==> src/sv/tcf_pkg.sv <==
`timescale 1ns / 1ps

package tcf_pkg;

   // Field and datapath widths
   localparam int SAMPLE_W   = 16;
   localparam int OUT_W      = 24;
   localparam int COEF_W     = 17;
   localparam int GAIN_W     = 16;
   localparam int ANGLE_W    = 20;
   localparam int CORDIC_W   = 34;
   localparam int SCALE_SH   = 14;
   localparam int FRAC_W     = 16;
   localparam int MULA_W     = COEF_W + 1;
   localparam int PROD_W     = MULA_W + OUT_W;
   localparam int RND_W      = PROD_W + 1 - FRAC_W;
   localparam int RATE_W     = 2 * SAMPLE_W + 1 - FRAC_W;
   localparam int CSR_ADDR_W = 2;

   // Arctangent table length and its index width
   localparam int ATAN_LEN = 24;
   localparam int IDX_W    = $clog2(ATAN_LEN);

   // pi in units of 2^-16 rad
   localparam logic signed [ANGLE_W-1:0] PI_Q16 = ANGLE_W'(205887);

   // Reset values of the configuration registers
   localparam logic [COEF_W-1:0] COEF_NEW_RST  = COEF_W'(6554);
   localparam logic [COEF_W-1:0] COEF_OLD_RST  = COEF_W'(58982);
   localparam logic [GAIN_W-1:0] GYRO_GAIN_RST = GAIN_W'(1000);

   typedef enum logic [CSR_ADDR_W-1:0] {
      CSR_COEF_NEW  = 2'd0,
      CSR_COEF_OLD  = 2'd1,
      CSR_GYRO_GAIN = 2'd2
   } csr_index_type;

   typedef struct packed {
      logic [COEF_W-1:0] coef_new;
      logic [COEF_W-1:0] coef_old;
      logic [GAIN_W-1:0] gyro_gain;
   } tcf_coef_type;

   typedef struct packed {
      logic start;
      logic ack;
   } tcf_ctrl_type;

   typedef struct packed {
      logic result_valid;
   } tcf_stat_type;

   // round(atan(2^-i) * 2^16)
   function automatic logic [15:0] atan_q16(input logic [IDX_W-1:0] idx);
      logic [15:0] val;
      case (idx)
         5'd0:    val = 16'd51472;
         5'd1:    val = 16'd30385;
         5'd2:    val = 16'd16055;
         5'd3:    val = 16'd8150;
         5'd4:    val = 16'd4091;
         5'd5:    val = 16'd2047;
         5'd6:    val = 16'd1024;
         5'd7:    val = 16'd512;
         5'd8:    val = 16'd256;
         5'd9:    val = 16'd128;
         5'd10:   val = 16'd64;
         5'd11:   val = 16'd32;
         5'd12:   val = 16'd16;
         5'd13:   val = 16'd8;
         5'd14:   val = 16'd4;
         5'd15:   val = 16'd2;
         5'd16:   val = 16'd1;
         default: val = 16'd0;
      endcase
      return val;
   endfunction

endpackage

==> src/sv/tcf_cordic.sv <==
`timescale 1ns / 1ps

module tcf_cordic
   import tcf_pkg::*;
#(
   parameter int ITERATIONS = 16
) (
   input  logic                      clock,
   input  logic                      reset,
   input  logic                      start,
   input  logic signed [SAMPLE_W-1:0] accel_x,
   input  logic signed [SAMPLE_W-1:0] accel_y,
   output logic                      done,
   output logic signed [ANGLE_W-1:0] tilt
);

   localparam int STEPS = (ITERATIONS > ATAN_LEN) ? ATAN_LEN : ITERATIONS;
   localparam logic [IDX_W-1:0] LAST_STEP = IDX_W'(STEPS - 1);

   typedef enum logic {
      C_IDLE,
      C_RUN
   } cordic_state_type;

   cordic_state_type             state_ff, state_in;
   logic signed [CORDIC_W-1:0]   x_ff, x_in, y_ff, y_in;
   logic signed [ANGLE_W-1:0]    z_ff, z_in;
   logic [IDX_W-1:0]             step_ff, step_in;
   logic                         zero_ff, zero_in;
   logic                         done_ff, done_in;

   logic signed [CORDIC_W-1:0]   x_sc, y_sc, dx, dy;
   logic signed [ANGLE_W-1:0]    atan_z;
   logic                         y_pos;

   // Scale the raw sample and shift by the current step
   always_comb begin
      x_sc   = CORDIC_W'(accel_x) <<< SCALE_SH;
      y_sc   = CORDIC_W'(accel_y) <<< SCALE_SH;
      dx     = x_ff >>> step_ff;
      dy     = y_ff >>> step_ff;
      atan_z = signed'(ANGLE_W'(atan_q16(step_ff)));
      y_pos  = !y_ff[CORDIC_W-1] && (y_ff != '0);
   end

   // Load the vector, then rotate it once per cycle towards the x axis
   always_comb begin
      state_in = state_ff;
      x_in     = x_ff;
      y_in     = y_ff;
      z_in     = z_ff;
      step_in  = step_ff;
      zero_in  = zero_ff;
      done_in  = 1'b0;
      case (state_ff)
         C_IDLE: begin
            if (start) begin
               zero_in  = (accel_x == '0) && (accel_y == '0);
               step_in  = '0;
               state_in = C_RUN;
               if (x_sc[CORDIC_W-1]) begin
                  x_in = -x_sc;
                  y_in = -y_sc;
                  z_in = y_sc[CORDIC_W-1] ? -PI_Q16 : PI_Q16;
               end else begin
                  x_in = x_sc;
                  y_in = y_sc;
                  z_in = '0;
               end
            end
         end
         C_RUN: begin
            if (y_pos) begin
               x_in = x_ff + dy;
               y_in = y_ff - dx;
               z_in = z_ff + atan_z;
            end else begin
               x_in = x_ff - dy;
               y_in = y_ff + dx;
               z_in = z_ff - atan_z;
            end
            step_in = step_ff + 1'b1;
            if (step_ff == LAST_STEP) begin
               state_in = C_IDLE;
               done_in  = 1'b1;
            end
         end
         default: begin
            state_in = C_IDLE;
         end
      endcase
   end

   always_ff @(posedge clock) begin
      if (reset) begin
         state_ff <= C_IDLE;
         done_ff  <= 1'b0;
      end else begin
         state_ff <= state_in;
         done_ff  <= done_in;
      end
      x_ff    <= x_in;
      y_ff    <= y_in;
      z_ff    <= z_in;
      step_ff <= step_in;
      zero_ff <= zero_in;
   end

   // A zero vector has no direction: report zero tilt
   assign tilt = zero_ff ? '0 : z_ff;
   assign done = done_ff;

endmodule

==> src/sv/tcf_filter.sv <==
`timescale 1ns / 1ps

module tcf_filter
   import tcf_pkg::*;
(
   input  logic                       clock,
   input  logic                       reset,
   input  tcf_ctrl_type               ctrl,
   input  tcf_coef_type               coef,
   input  logic signed [ANGLE_W-1:0]  tilt,
   input  logic signed [SAMPLE_W-1:0] gyro_z,
   output tcf_stat_type               status,
   output logic signed [OUT_W-1:0]    angle
);

   localparam logic signed [PROD_W:0] ROUND_BIAS = (PROD_W + 1)'(1) << (FRAC_W - 1);

   typedef enum logic [3:0] {
      F_IDLE,
      F_RATE_MUL,
      F_RATE_RND,
      F_A_NEW,
      F_A_OLD,
      F_A_SUM,
      F_G_NEW,
      F_G_OLD,
      F_G_SUM,
      F_SUM,
      F_HOLD
   } filter_state_type;

   filter_state_type            state_ff, state_in;
   logic signed [PROD_W-1:0]    prod_ff, prod_in;
   logic signed [PROD_W-1:0]    acc_ff, acc_in;
   logic signed [RATE_W-1:0]    rate_ff, rate_in;
   logic signed [OUT_W-1:0]     accf_ff, accf_in;
   logic signed [OUT_W-1:0]     gyrof_ff, gyrof_in;
   logic signed [OUT_W-1:0]     angle_ff, angle_in;
   logic                        valid_ff, valid_in;

   logic signed [MULA_W-1:0]    mul_a;
   logic signed [OUT_W-1:0]     mul_b;
   logic signed [PROD_W:0]      addend, sum_r;
   logic signed [RND_W-1:0]     rnd, fused;

   function automatic logic signed [OUT_W-1:0] sat_out(input logic signed [RND_W-1:0] v);
      logic hi_ones;
      logic hi_zeros;
      logic signed [OUT_W-1:0] res;
      hi_ones  = &v[RND_W-1:OUT_W-1];
      hi_zeros = ~|v[RND_W-1:OUT_W-1];
      if (hi_ones || hi_zeros) begin
         res = v[OUT_W-1:0];
      end else if (v[RND_W-1]) begin
         res = {1'b1, {(OUT_W - 1){1'b0}}};
      end else begin
         res = {1'b0, {(OUT_W - 1){1'b1}}};
      end
      return res;
   endfunction

   // Pick the operands of the shared multiplier
   always_comb begin
      case (state_ff)
         F_RATE_MUL: begin
            mul_a = signed'(MULA_W'(coef.gyro_gain));
            mul_b = OUT_W'(gyro_z);
         end
         F_A_NEW: begin
            mul_a = signed'(MULA_W'(coef.coef_new));
            mul_b = OUT_W'(tilt);
         end
         F_A_OLD: begin
            mul_a = signed'(MULA_W'(coef.coef_old));
            mul_b = accf_ff;
         end
         F_G_NEW: begin
            mul_a = signed'(MULA_W'(coef.coef_new));
            mul_b = OUT_W'(rate_ff);
         end
         F_G_OLD: begin
            mul_a = signed'(MULA_W'(coef.coef_old));
            mul_b = gyrof_ff;
         end
         default: begin
            mul_a = '0;
            mul_b = '0;
         end
      endcase
   end

   // Round half up and drop the fraction
   always_comb begin
      addend = (state_ff == F_RATE_RND) ? '0 : (PROD_W + 1)'(acc_ff);
      sum_r  = addend + (PROD_W + 1)'(prod_ff) + ROUND_BIAS;
      rnd    = sum_r[PROD_W:FRAC_W];
      fused  = RND_W'(accf_ff) + RND_W'(gyrof_ff);
   end

   // Step through the multiplies of both filters
   always_comb begin
      state_in = state_ff;
      prod_in  = mul_a * mul_b;
      acc_in   = acc_ff;
      rate_in  = rate_ff;
      accf_in  = accf_ff;
      gyrof_in = gyrof_ff;
      angle_in = angle_ff;
      valid_in = valid_ff;
      case (state_ff)
         F_IDLE: begin
            if (ctrl.start) begin
               state_in = F_RATE_MUL;
            end
         end
         F_RATE_MUL: state_in = F_RATE_RND;
         F_RATE_RND: begin
            rate_in  = rnd[RATE_W-1:0];
            state_in = F_A_NEW;
         end
         F_A_NEW: state_in = F_A_OLD;
         F_A_OLD: begin
            acc_in   = prod_ff;
            state_in = F_A_SUM;
         end
         F_A_SUM: begin
            accf_in  = sat_out(rnd);
            state_in = F_G_NEW;
         end
         F_G_NEW: state_in = F_G_OLD;
         F_G_OLD: begin
            acc_in   = prod_ff;
            state_in = F_G_SUM;
         end
         F_G_SUM: begin
            gyrof_in = sat_out(rnd);
            state_in = F_SUM;
         end
         F_SUM: begin
            angle_in = sat_out(fused);
            valid_in = 1'b1;
            state_in = F_HOLD;
         end
         F_HOLD: begin
            if (ctrl.ack) begin
               valid_in = 1'b0;
               state_in = F_IDLE;
            end
         end
         default: begin
            state_in = F_IDLE;
         end
      endcase
   end

   always_ff @(posedge clock) begin
      if (reset) begin
         state_ff <= F_IDLE;
         accf_ff  <= '0;
         gyrof_ff <= '0;
         valid_ff <= 1'b0;
      end else begin
         state_ff <= state_in;
         accf_ff  <= accf_in;
         gyrof_ff <= gyrof_in;
         valid_ff <= valid_in;
      end
      prod_ff  <= prod_in;
      acc_ff   <= acc_in;
      rate_ff  <= rate_in;
      angle_ff <= angle_in;
   end

   assign status.result_valid = valid_ff;
   assign angle               = angle_ff;

endmodule

==> src/sv/tilt_complementary_filter.sv <==
`timescale 1ns / 1ps

// Tilt complementary filter. Each transfer on req_ carries one sensor sample; the block
// computes atan2(accel_y, accel_x) with a shift-add CORDIC, low-pass filters that tilt and
// the scaled gyro rate with the coefficients in the csr_ registers, and returns their
// saturated sum on rsp_ in units of 2^-16 rad, one result per sample. A sample occupies the
// block from its transfer to the earliest next one: it loads the vector, makes one
// micro-rotation per cycle on the single CORDIC shift-add unit (capped at 24 rotations),
// hands the tilt to the filter, runs nine steps on the one 18 x 24 multiplier that serves
// both filters, and moves the result into the output register. req_tready is low during
// that time, and stays low while a finished result waits for the output register to
// empty. The result waits in an output register, so a sample can be taken while the
// previous result is still pending.
// Write the csr_ registers only while the block is idle.

module tilt_complementary_filter
   import tcf_pkg::*;
#(
   parameter int CORDIC_ITERATIONS = 16
) (
   input  logic                  clock,
   input  logic                  reset,
   // accel_x [15:0], accel_y [31:16], gyro_z [47:32]
   input  logic [47:0]           req_tdata,
   input  logic                  req_tvalid,
   output logic                  req_tready,
   // angle [23:0]
   output logic [OUT_W-1:0]      rsp_tdata,
   output logic                  rsp_tvalid,
   input  logic                  rsp_tready,
   input  logic                  csr_we,
   input  logic [CSR_ADDR_W-1:0] csr_addr,
   input  logic [COEF_W-1:0]     csr_wdata
);

   tcf_coef_type               coef_ff, coef_in;
   logic                       busy_ff, busy_in;
   logic signed [SAMPLE_W-1:0] gyro_ff, gyro_in;
   logic [OUT_W-1:0]           rsp_data_ff, rsp_data_in;
   logic                       rsp_valid_ff, rsp_valid_in;

   logic                       req_xfer;
   logic                       load_rsp;
   logic                       cordic_done;
   logic signed [ANGLE_W-1:0]  tilt;
   logic signed [OUT_W-1:0]    angle;
   tcf_ctrl_type               fctrl;
   tcf_stat_type               fstat;

   assign req_xfer = req_tvalid && !busy_ff;
   assign load_rsp = fstat.result_valid && (!rsp_valid_ff || rsp_tready);

   assign fctrl.start = cordic_done;
   assign fctrl.ack   = load_rsp;

   tcf_cordic #(
      .ITERATIONS (CORDIC_ITERATIONS)
   ) u_cordic (
      .clock   (clock),
      .reset   (reset),
      .start   (req_xfer),
      .accel_x (signed'(req_tdata[15:0])),
      .accel_y (signed'(req_tdata[31:16])),
      .done    (cordic_done),
      .tilt    (tilt)
   );

   tcf_filter u_filter (
      .clock  (clock),
      .reset  (reset),
      .ctrl   (fctrl),
      .coef   (coef_ff),
      .tilt   (tilt),
      .gyro_z (gyro_ff),
      .status (fstat),
      .angle  (angle)
   );

   // Register writes
   always_comb begin
      coef_in = coef_ff;
      if (csr_we) begin
         case (csr_index_type'(csr_addr))
            CSR_COEF_NEW:  coef_in.coef_new  = csr_wdata;
            CSR_COEF_OLD:  coef_in.coef_old  = csr_wdata;
            CSR_GYRO_GAIN: coef_in.gyro_gain = csr_wdata[GAIN_W-1:0];
            default: ;
         endcase
      end
   end

   // Hold the gyro sample, track the busy window and drive the output register
   always_comb begin
      busy_in      = busy_ff;
      gyro_in      = gyro_ff;
      rsp_data_in  = rsp_data_ff;
      rsp_valid_in = rsp_valid_ff;
      if (req_xfer) begin
         busy_in = 1'b1;
         gyro_in = signed'(req_tdata[47:32]);
      end
      if (load_rsp) begin
         busy_in      = 1'b0;
         rsp_data_in  = angle;
         rsp_valid_in = 1'b1;
      end else if (rsp_tready) begin
         rsp_valid_in = 1'b0;
      end
   end

   always_ff @(posedge clock) begin
      if (reset) begin
         coef_ff.coef_new  <= COEF_NEW_RST;
         coef_ff.coef_old  <= COEF_OLD_RST;
         coef_ff.gyro_gain <= GYRO_GAIN_RST;
         busy_ff           <= 1'b0;
         rsp_valid_ff      <= 1'b0;
      end else begin
         coef_ff      <= coef_in;
         busy_ff      <= busy_in;
         rsp_valid_ff <= rsp_valid_in;
      end
      gyro_ff     <= gyro_in;
      rsp_data_ff <= rsp_data_in;
   end

   assign req_tready = !busy_ff;
   assign rsp_tvalid = rsp_valid_ff;
   assign rsp_tdata  = rsp_data_ff;

endmodule

==> config.mk <==
export PLATFORM = sky130hd
export DESIGN_NAME = tilt_complementary_filter
export DESIGN_NICKNAME = d
export VERILOG_FILES = /design/src/sv/tcf_pkg.sv /design/src/sv/tcf_cordic.sv /design/src/sv/tcf_filter.sv /design/src/sv/tilt_complementary_filter.sv
export SDC_FILE = /design/constraint.sdc
export NUM_CORES = 2
export LEC_CHECK = 0
export BUFFER_PORTS_ARGS = -buffer_cell sky130_fd_sc_hd__buf_4
export CAP_MARGIN = 20
export CORE_ASPECT_RATIO = 1.25
export CORE_MARGIN = 4
export CORE_UTILIZATION = 40
export CTS_CLUSTER_SIZE = 25
export DETAILED_ROUTE_END_ITERATION = 8
export PLACE_DENSITY = 0.53
export SETUP_SLACK_MARGIN = 0.4
export SLEW_MARGIN = 20
export SYNTH_ARGS = -nofsm -noshare
export SYNTH_HDL_FRONTEND = slang
export SYNTH_SLANG_ARGS = --single-unit
==> constraint.sdc <==
create_clock -name clock -period 20 [get_ports clock]
set_input_delay 2 -clock clock [delete_from_list [all_inputs] [get_ports clock]]
set_output_delay 2 -clock clock [all_outputs]
set_load 0.01 [all_outputs]
======== After elaboration in Yosys (flattened, before gate mapping) ========
Memory sizes are Yosys's and may differ from the RTL's. A register that Yosys moved wholly into a read port is not among the register bits.
Cells that the tools add are included.
word-level totals
  output and inout bits ................... 26
  input port bits ......................... 72
  register bits ........................... 366
  memory bits (read-only) ................. 512
  memories ................................ 1
operators by class
  multipliers ............................. 1
  bitwise gates (word level) .............. 1
  reduce and logical (&&, ||, !) cells .... 33
  equality and inequality tests ........... 16
  shift operators ......................... 2
  $add $sub $neg .......................... 12
  mux-type cells .......................... 35
memory list
  name              depth  bits a word  rd ports  clocked after memory_dff  write ports  RTL line       RTL
  (name not given)  32     16           1         1                         0            tcf_pkg.sv:56  case (idx)
operators by type and width
  cell                      number
  $mux W34                  6
  $pmux W34 S2              2
  $pmux W24 S5              1
  $mux W20                  5
  $mux W24                  4
  $add A34 B34 Y34          2
  $neg A30 Y34              2
  $sshr A34 B5 Y34          2
  $sub A34 B34 Y34          2
  $pmux W17 S3              1
  $pmux W4 S11              1
  $add A43 B17 Y43 const B  1
  $add A43 B42 Y43          1
  $mux W43                  1
  $mul A18 B24 Y42          1
  $pmux W20 S2              1
  $reduce_bool A34 Y1       1
  $logic_not A16 Y1         2
  $add A24 B24 Y25          1
  $add A20 B17 Y20          1
  $sub A20 B17 Y20          1
  $eq A4 B3 Y1 const B      4
  $eq A4 B4 Y1 const B      3
  $reduce_and A2 Y1         6
  other kinds (22)          48

======== Logic depth before layout (Yosys ltp) ========
  depth after elaboration ................. 8
  depth in mapped cells ................... 32

======== Modules after synthesis ========
Synthesis repeated with hierarchy kept, for this count alone.
second synthesis, totals
  cells, all modules ...................... 4869
  area total of the unflattened synthesis .. 44575.3 um2
by module, submodules not included
  module                     times used  sequential area each (um2)  area an instance (um2)  cells an instance
  tcf_filter                 1           4394.2                      24980.2                 2739
  tcf_cordic                 1           3183.1                      16258.1                 1877
  tilt_complementary_filter  1           2242.2                      3337.0                  253

======== Worst setup path after synthesis ========
Ideal clock, no wire load.
  kind .................................... flip-flop to flip-flop
  from .................................... reg u_filter.state_ff[2]
  to ...................................... reg u_filter.prod_ff[41]
  setup slack ............................. 11.241 ns
  period minus slack after synthesis ...... 8.759 ns
  stages on the path, launching flop included .. 30
  path buffers ............................ 4
  data arrival time ....................... 8.620 ns
  library setup time ...................... 0.139 ns
  required time ........................... 19.861 ns
  cell sequence ........................... dfxtp_1 > clkbuf_1 > nand2_1 > nor2_1 > or2_2 > clkbuf_1 > clkbuf_1 > a22oi_1 > nand2_1 > clkbuf_1 > nand2_1 > fa_1 > inv_1 > fa_1 > inv_1 > fa_1 > inv_1 > fa_1 > fa_1 > inv_1 > fa_1 > inv_1 > ha_1 > or2_2 > a21oi_1 > a31oi_1 > o2111ai_1 > a21oi_1 > o41ai_1 > o211ai_1
between the ends
  cells in the longest elaborated chain, start to end .. 4
RTL lines
  element                                              RTL line           RTL
  start: declaration                                   tcf_filter.sv:32   filter_state_type state_ff, state_in;
  start signal: assignment                             tcf_filter.sv:163  state_ff <= state_in;
  $eq A4 B3 Y1 / $eq A4 B2 Y1 (equally long branches)  tcf_filter.sv:64   case (state_ff)
  $reduce_or A2 Y1 (no source line)                    -
  $pmux W17 S3                                         tcf_filter.sv:64
  $mul A18 B24 Y42 *                                   tcf_filter.sv:103  prod_in = mul_a * mul_b;
  net u_filter.prod_in[41]                             tcf_filter.sv:33   logic signed [PROD_W-1:0] prod_ff, prod_in;
  end signal: assignment                               tcf_filter.sv:168  prod_ff <= prod_in;
  end: declaration                                     tcf_filter.sv:33
Mark *: on every way through the listed nets, which the timed path passes. The rest lies on a longest branch.
A chain may end at the register's enable or synchronous reset.

======== Worst setup path after layout ========
  from .................................... reg u_filter.state_ff[2]
  to ...................................... reg u_filter.prod_ff[39]
Same word-level chain as after synthesis.

==> impl_metrics.json <==
{
  "dpl.cell_count": 6015,
  "cts_sinks": 382,
  "die_y_um": 371,
  "setup_viol": 0,
  "cts-root-buf": "clkbuf_16",
  "synth_seq_area_share_pct": 23.3,
  "cts_setup_buffers": 0,
  "track_usage_pct": 23.8,
  "grt_pass1_wl_mm": 204,
  "cp-start-kind": "flip-flop",
  "crit_type": "reg2reg",
  "syn_inst": 4643,
  "numCtsBuffers": 48,
  "syn-cell-area_um2": 42200,
  "ios": 98,
  "worstPathArrival_ps": 9970,
  "die_w_um": 299,
  "clkLatencyLatePin_ps": 660,
  "synth_area_per_cell_um2": 9.09,
  "total_power_uw": 3510,
  "synth_cell_types": 89,
  "antenna_found_initial": 1,
  "synth-seq-cells": 382,
  "grt_start_max_net_pins": 73,
  "cellPowerDensity_nw_per_um2": 76.2,
  "yosys.area.top_type": "fa_1",
  "rows": 133,
  "clk_path_buf_depth": 3,
  "htreeDepth": 2,
  "cp-end-kind": "flip-flop",
  "drv_slew": 0,
  "status": "completed",
  "syn_nets": 5428,
  "ant_nets": 0,
  "maxCapViolCount": 0,
  "grt_pass1_vias": 34600,
  "async_flop_share_pct": 0,
  "vdd_drop_max_uv": 77.6,
  "slowest_stage": "nand2_1",
  "numPortBuffers": 97,
  "via_per_inst": 5.56,
  "synth_edf_count": 217,
  "synth.top_cells.by_area": "fa_1 19%, edfxtp_1 15%, ha_1 9.1%",
  "final_nets": 5433,
  "postCtsResizedCells": 0,
  "min_period_ps": 9400,
  "tightestPinTransition_ps": 1210,
  "drt-initial-drc-count": 2230,
  "p_leak_uw": 0.0204,
  "dr.pass1.iters": 5,
  "drive_gt1_share_pct": 8.79,
  "slowest_delay_ps": 800,
  "die_area_um2": 111000,
  "r2r_slack_ps": 10600,
  "hold_violations": 0,
  "fin_setup_tns_ps": 0,
  "gr-total-overflow": 0,
  "start_util_pct": 40.2,
  "crit_top_cell": "fa_1",
  "holdWs_ps": 411,
  "worstPathMaxFanout": 21,
  "fin_skew_ps": 62.6,
  "period_share_pct": 47.0,
  "routedWlPerCell_um": 21.6,
  "ctsHoldBuffers": 0,
  "cts_tree": "built",
  "routabilityCongestion": 0.920,
  "synth_top_area_share_pct": 19.2,
  "hold_path_class": "reg2reg",
  "core_um2": 105000,
  "synth_ff_type": "edfxtp_1",
  "relSlewSlack_pct": 19.6,
  "synthToLayoutAreaGrowth_pct": 9.16,
  "required_ps": 20580,
  "fmax_mhz": 106,
  "fill_cells": 10400,
  "drc_errors": 0,
  "rsz0062_at_grt": "false",
  "vias": 34000,
  "cts.clk_slew.worst_paths_ps": 60,
  "place.detailed.hpwl_mm": 104,
  "yosysWarnings": 0,
  "final_cells": 6105,
  "diodes": 0,
  "wl_mm": 132
}
==> synth_stat cells, types with 16 or more instances <==
cell type / count
o21a_1: 35
and3_1: 31
buf_2: 16
edfxtp_1: 217
a21oi_1: 268
mux2_2: 32
a211oi_1: 24
a21o_1: 96
or2_2: 19
nand2_1: 602
nand2b_1: 39
o31ai_1: 22
and2_1: 24
buf_1: 19
or3_1: 23
mux4_2: 89
clkbuf_1: 155
a22oi_1: 51
ha_1: 308
inv_1: 583
mux2i_1: 41
xnor2_1: 155
nor2b_1: 60
o21ai_0: 164
xor2_1: 93
nor4_1: 21
nor2_1: 394
nor3_1: 66
dfxtp_1: 165
nand3b_1: 27
o21bai_1: 20
nand3_1: 63
nand4_1: 23
fa_1: 405
o211ai_1: 63
a31oi_1: 32
==> worst max-delay path: cells and delay by family (launching register included) <==
kind	cells	cell delay (ps)
fa+ha+maj	7	3470
buf+inv	6	640
flops	1	600
simple gates	6	2530
compound gates	7	2030
==> sequential cells by signal, summed over array words and instances, names as in the netlist, 4 cells and up <==
register	flops
u_filter.state_ff	4
coef_ff	50
u_filter.accf_ff	24
u_cordic.step_ff	5
u_cordic.atan_z	16
u_filter.rate_ff	17
rsp_tdata	24
u_cordic.z_ff	20
u_cordic.y_ff	34
u_filter.prod_ff	42
u_filter.angle	24
gyro_ff	16
u_filter.gyrof_ff	24
u_filter.acc_ff	42
u_cordic.x_ff	34
==> routing by layer <==
layer	track usage (%)	part of all wire (%)	vias to the layer above
met5	0	0	-
met4	12.7	6.4	0
met3	2.65	4.4	299
met2	42.9	51	930
met1	27.6	38	16900
li1	-	-	15900
==> area by class of cell <==
cell class	instances	area, um^2	share of cell area [%]
Multi-Input combinational cell	3478	29500	64.0
Sequential cell	382	9820	21.3
Inverter	586	2200	4.78
Tap cell	1417	1770	3.85
Clock buffer	57	1330	2.89
Timing Repair Buffer	152	1130	2.46
Clock inverter	33	335	0.728
==> report_power, final <==
group / switching [uW] / total (uW) / internal (uW)
clock: 395 / 919 / 524
combinational: 926 / 1600 / 671
sequential: 85.4 / 993 / 908
total: 1410 / 3510 / 2100
==> path summary, 6_finish.rpt <==
kind,cells after the start,startpoint,end
max,26,u_filter.state_ff[2]$_SDFFE_PP0P_,u_filter.prod_ff[39]$_DFF_P_
min,0,u_filter.angle[16]$_DFFE_PP_,rsp_tdata[16]$_DFFE_PP_
max reg2reg,26,u_filter.state_ff[2]$_SDFFE_PP0P_,u_filter.prod_ff[39]$_DFF_P_
min reg2reg,0,u_filter.angle[16]$_DFFE_PP_,rsp_tdata[16]$_DFFE_PP_
==> logic make-up (layout without fill, tap and decap cells) <==
| logic type | after synthesis | in the layout | synth area share, % |
|---|---|---|---|
| AO/OA/AOI/OAI | 920 | 920 | 14.2 |
| XOR/XNOR | 248 | 248 | 5.15 |
| adder cells (fa/ha/maj) | 718 | 718 | 28.5 |
| buffers and inverters | 783 | 828 | 7.11 |
| flip-flops | 382 | 382 | 23.3 |
| multiplexers | 164 | 164 | 6.70 |
| AND/OR/NAND/NOR | 1428 | 1428 | 15.2 |
==> metrics by stage <==
step,util [%],instance area [um^2],setup slack [ps]
CTS,43.9,46100,10680
detailed placement,42.3,44400,10720
floorplan,-,42200,11240
global route,43.9,46100,10120
global placement,42.3,44400,10830
finish,43.9,46100,10600
==> placed cells by master, fill, tap and decap left out, types with 39 or more instances in the layout <==
master,Yosys,layout
nand2_1,602,602
inv_1,583,580
fa_1,405,405
nor2_1,394,391
ha_1,308,308
a21oi_1,268,268
edfxtp_1,217,217
o21ai_0,164,164
dfxtp_1,165,164
xnor2_1,155,155
buf_4,3,149
a21o_1,96,96
xor2_1,93,93
mux4_2,89,89
nand3_1,63,63
o211ai_1,63,63
nor3_1,66,62
nor2b_1,60,59
clkbuf_16,0,52
a22oi_1,51,50
mux2i_1,41,41
nand2b_1,39,39
Note: power is estimated with default switching activity, not from simulation.
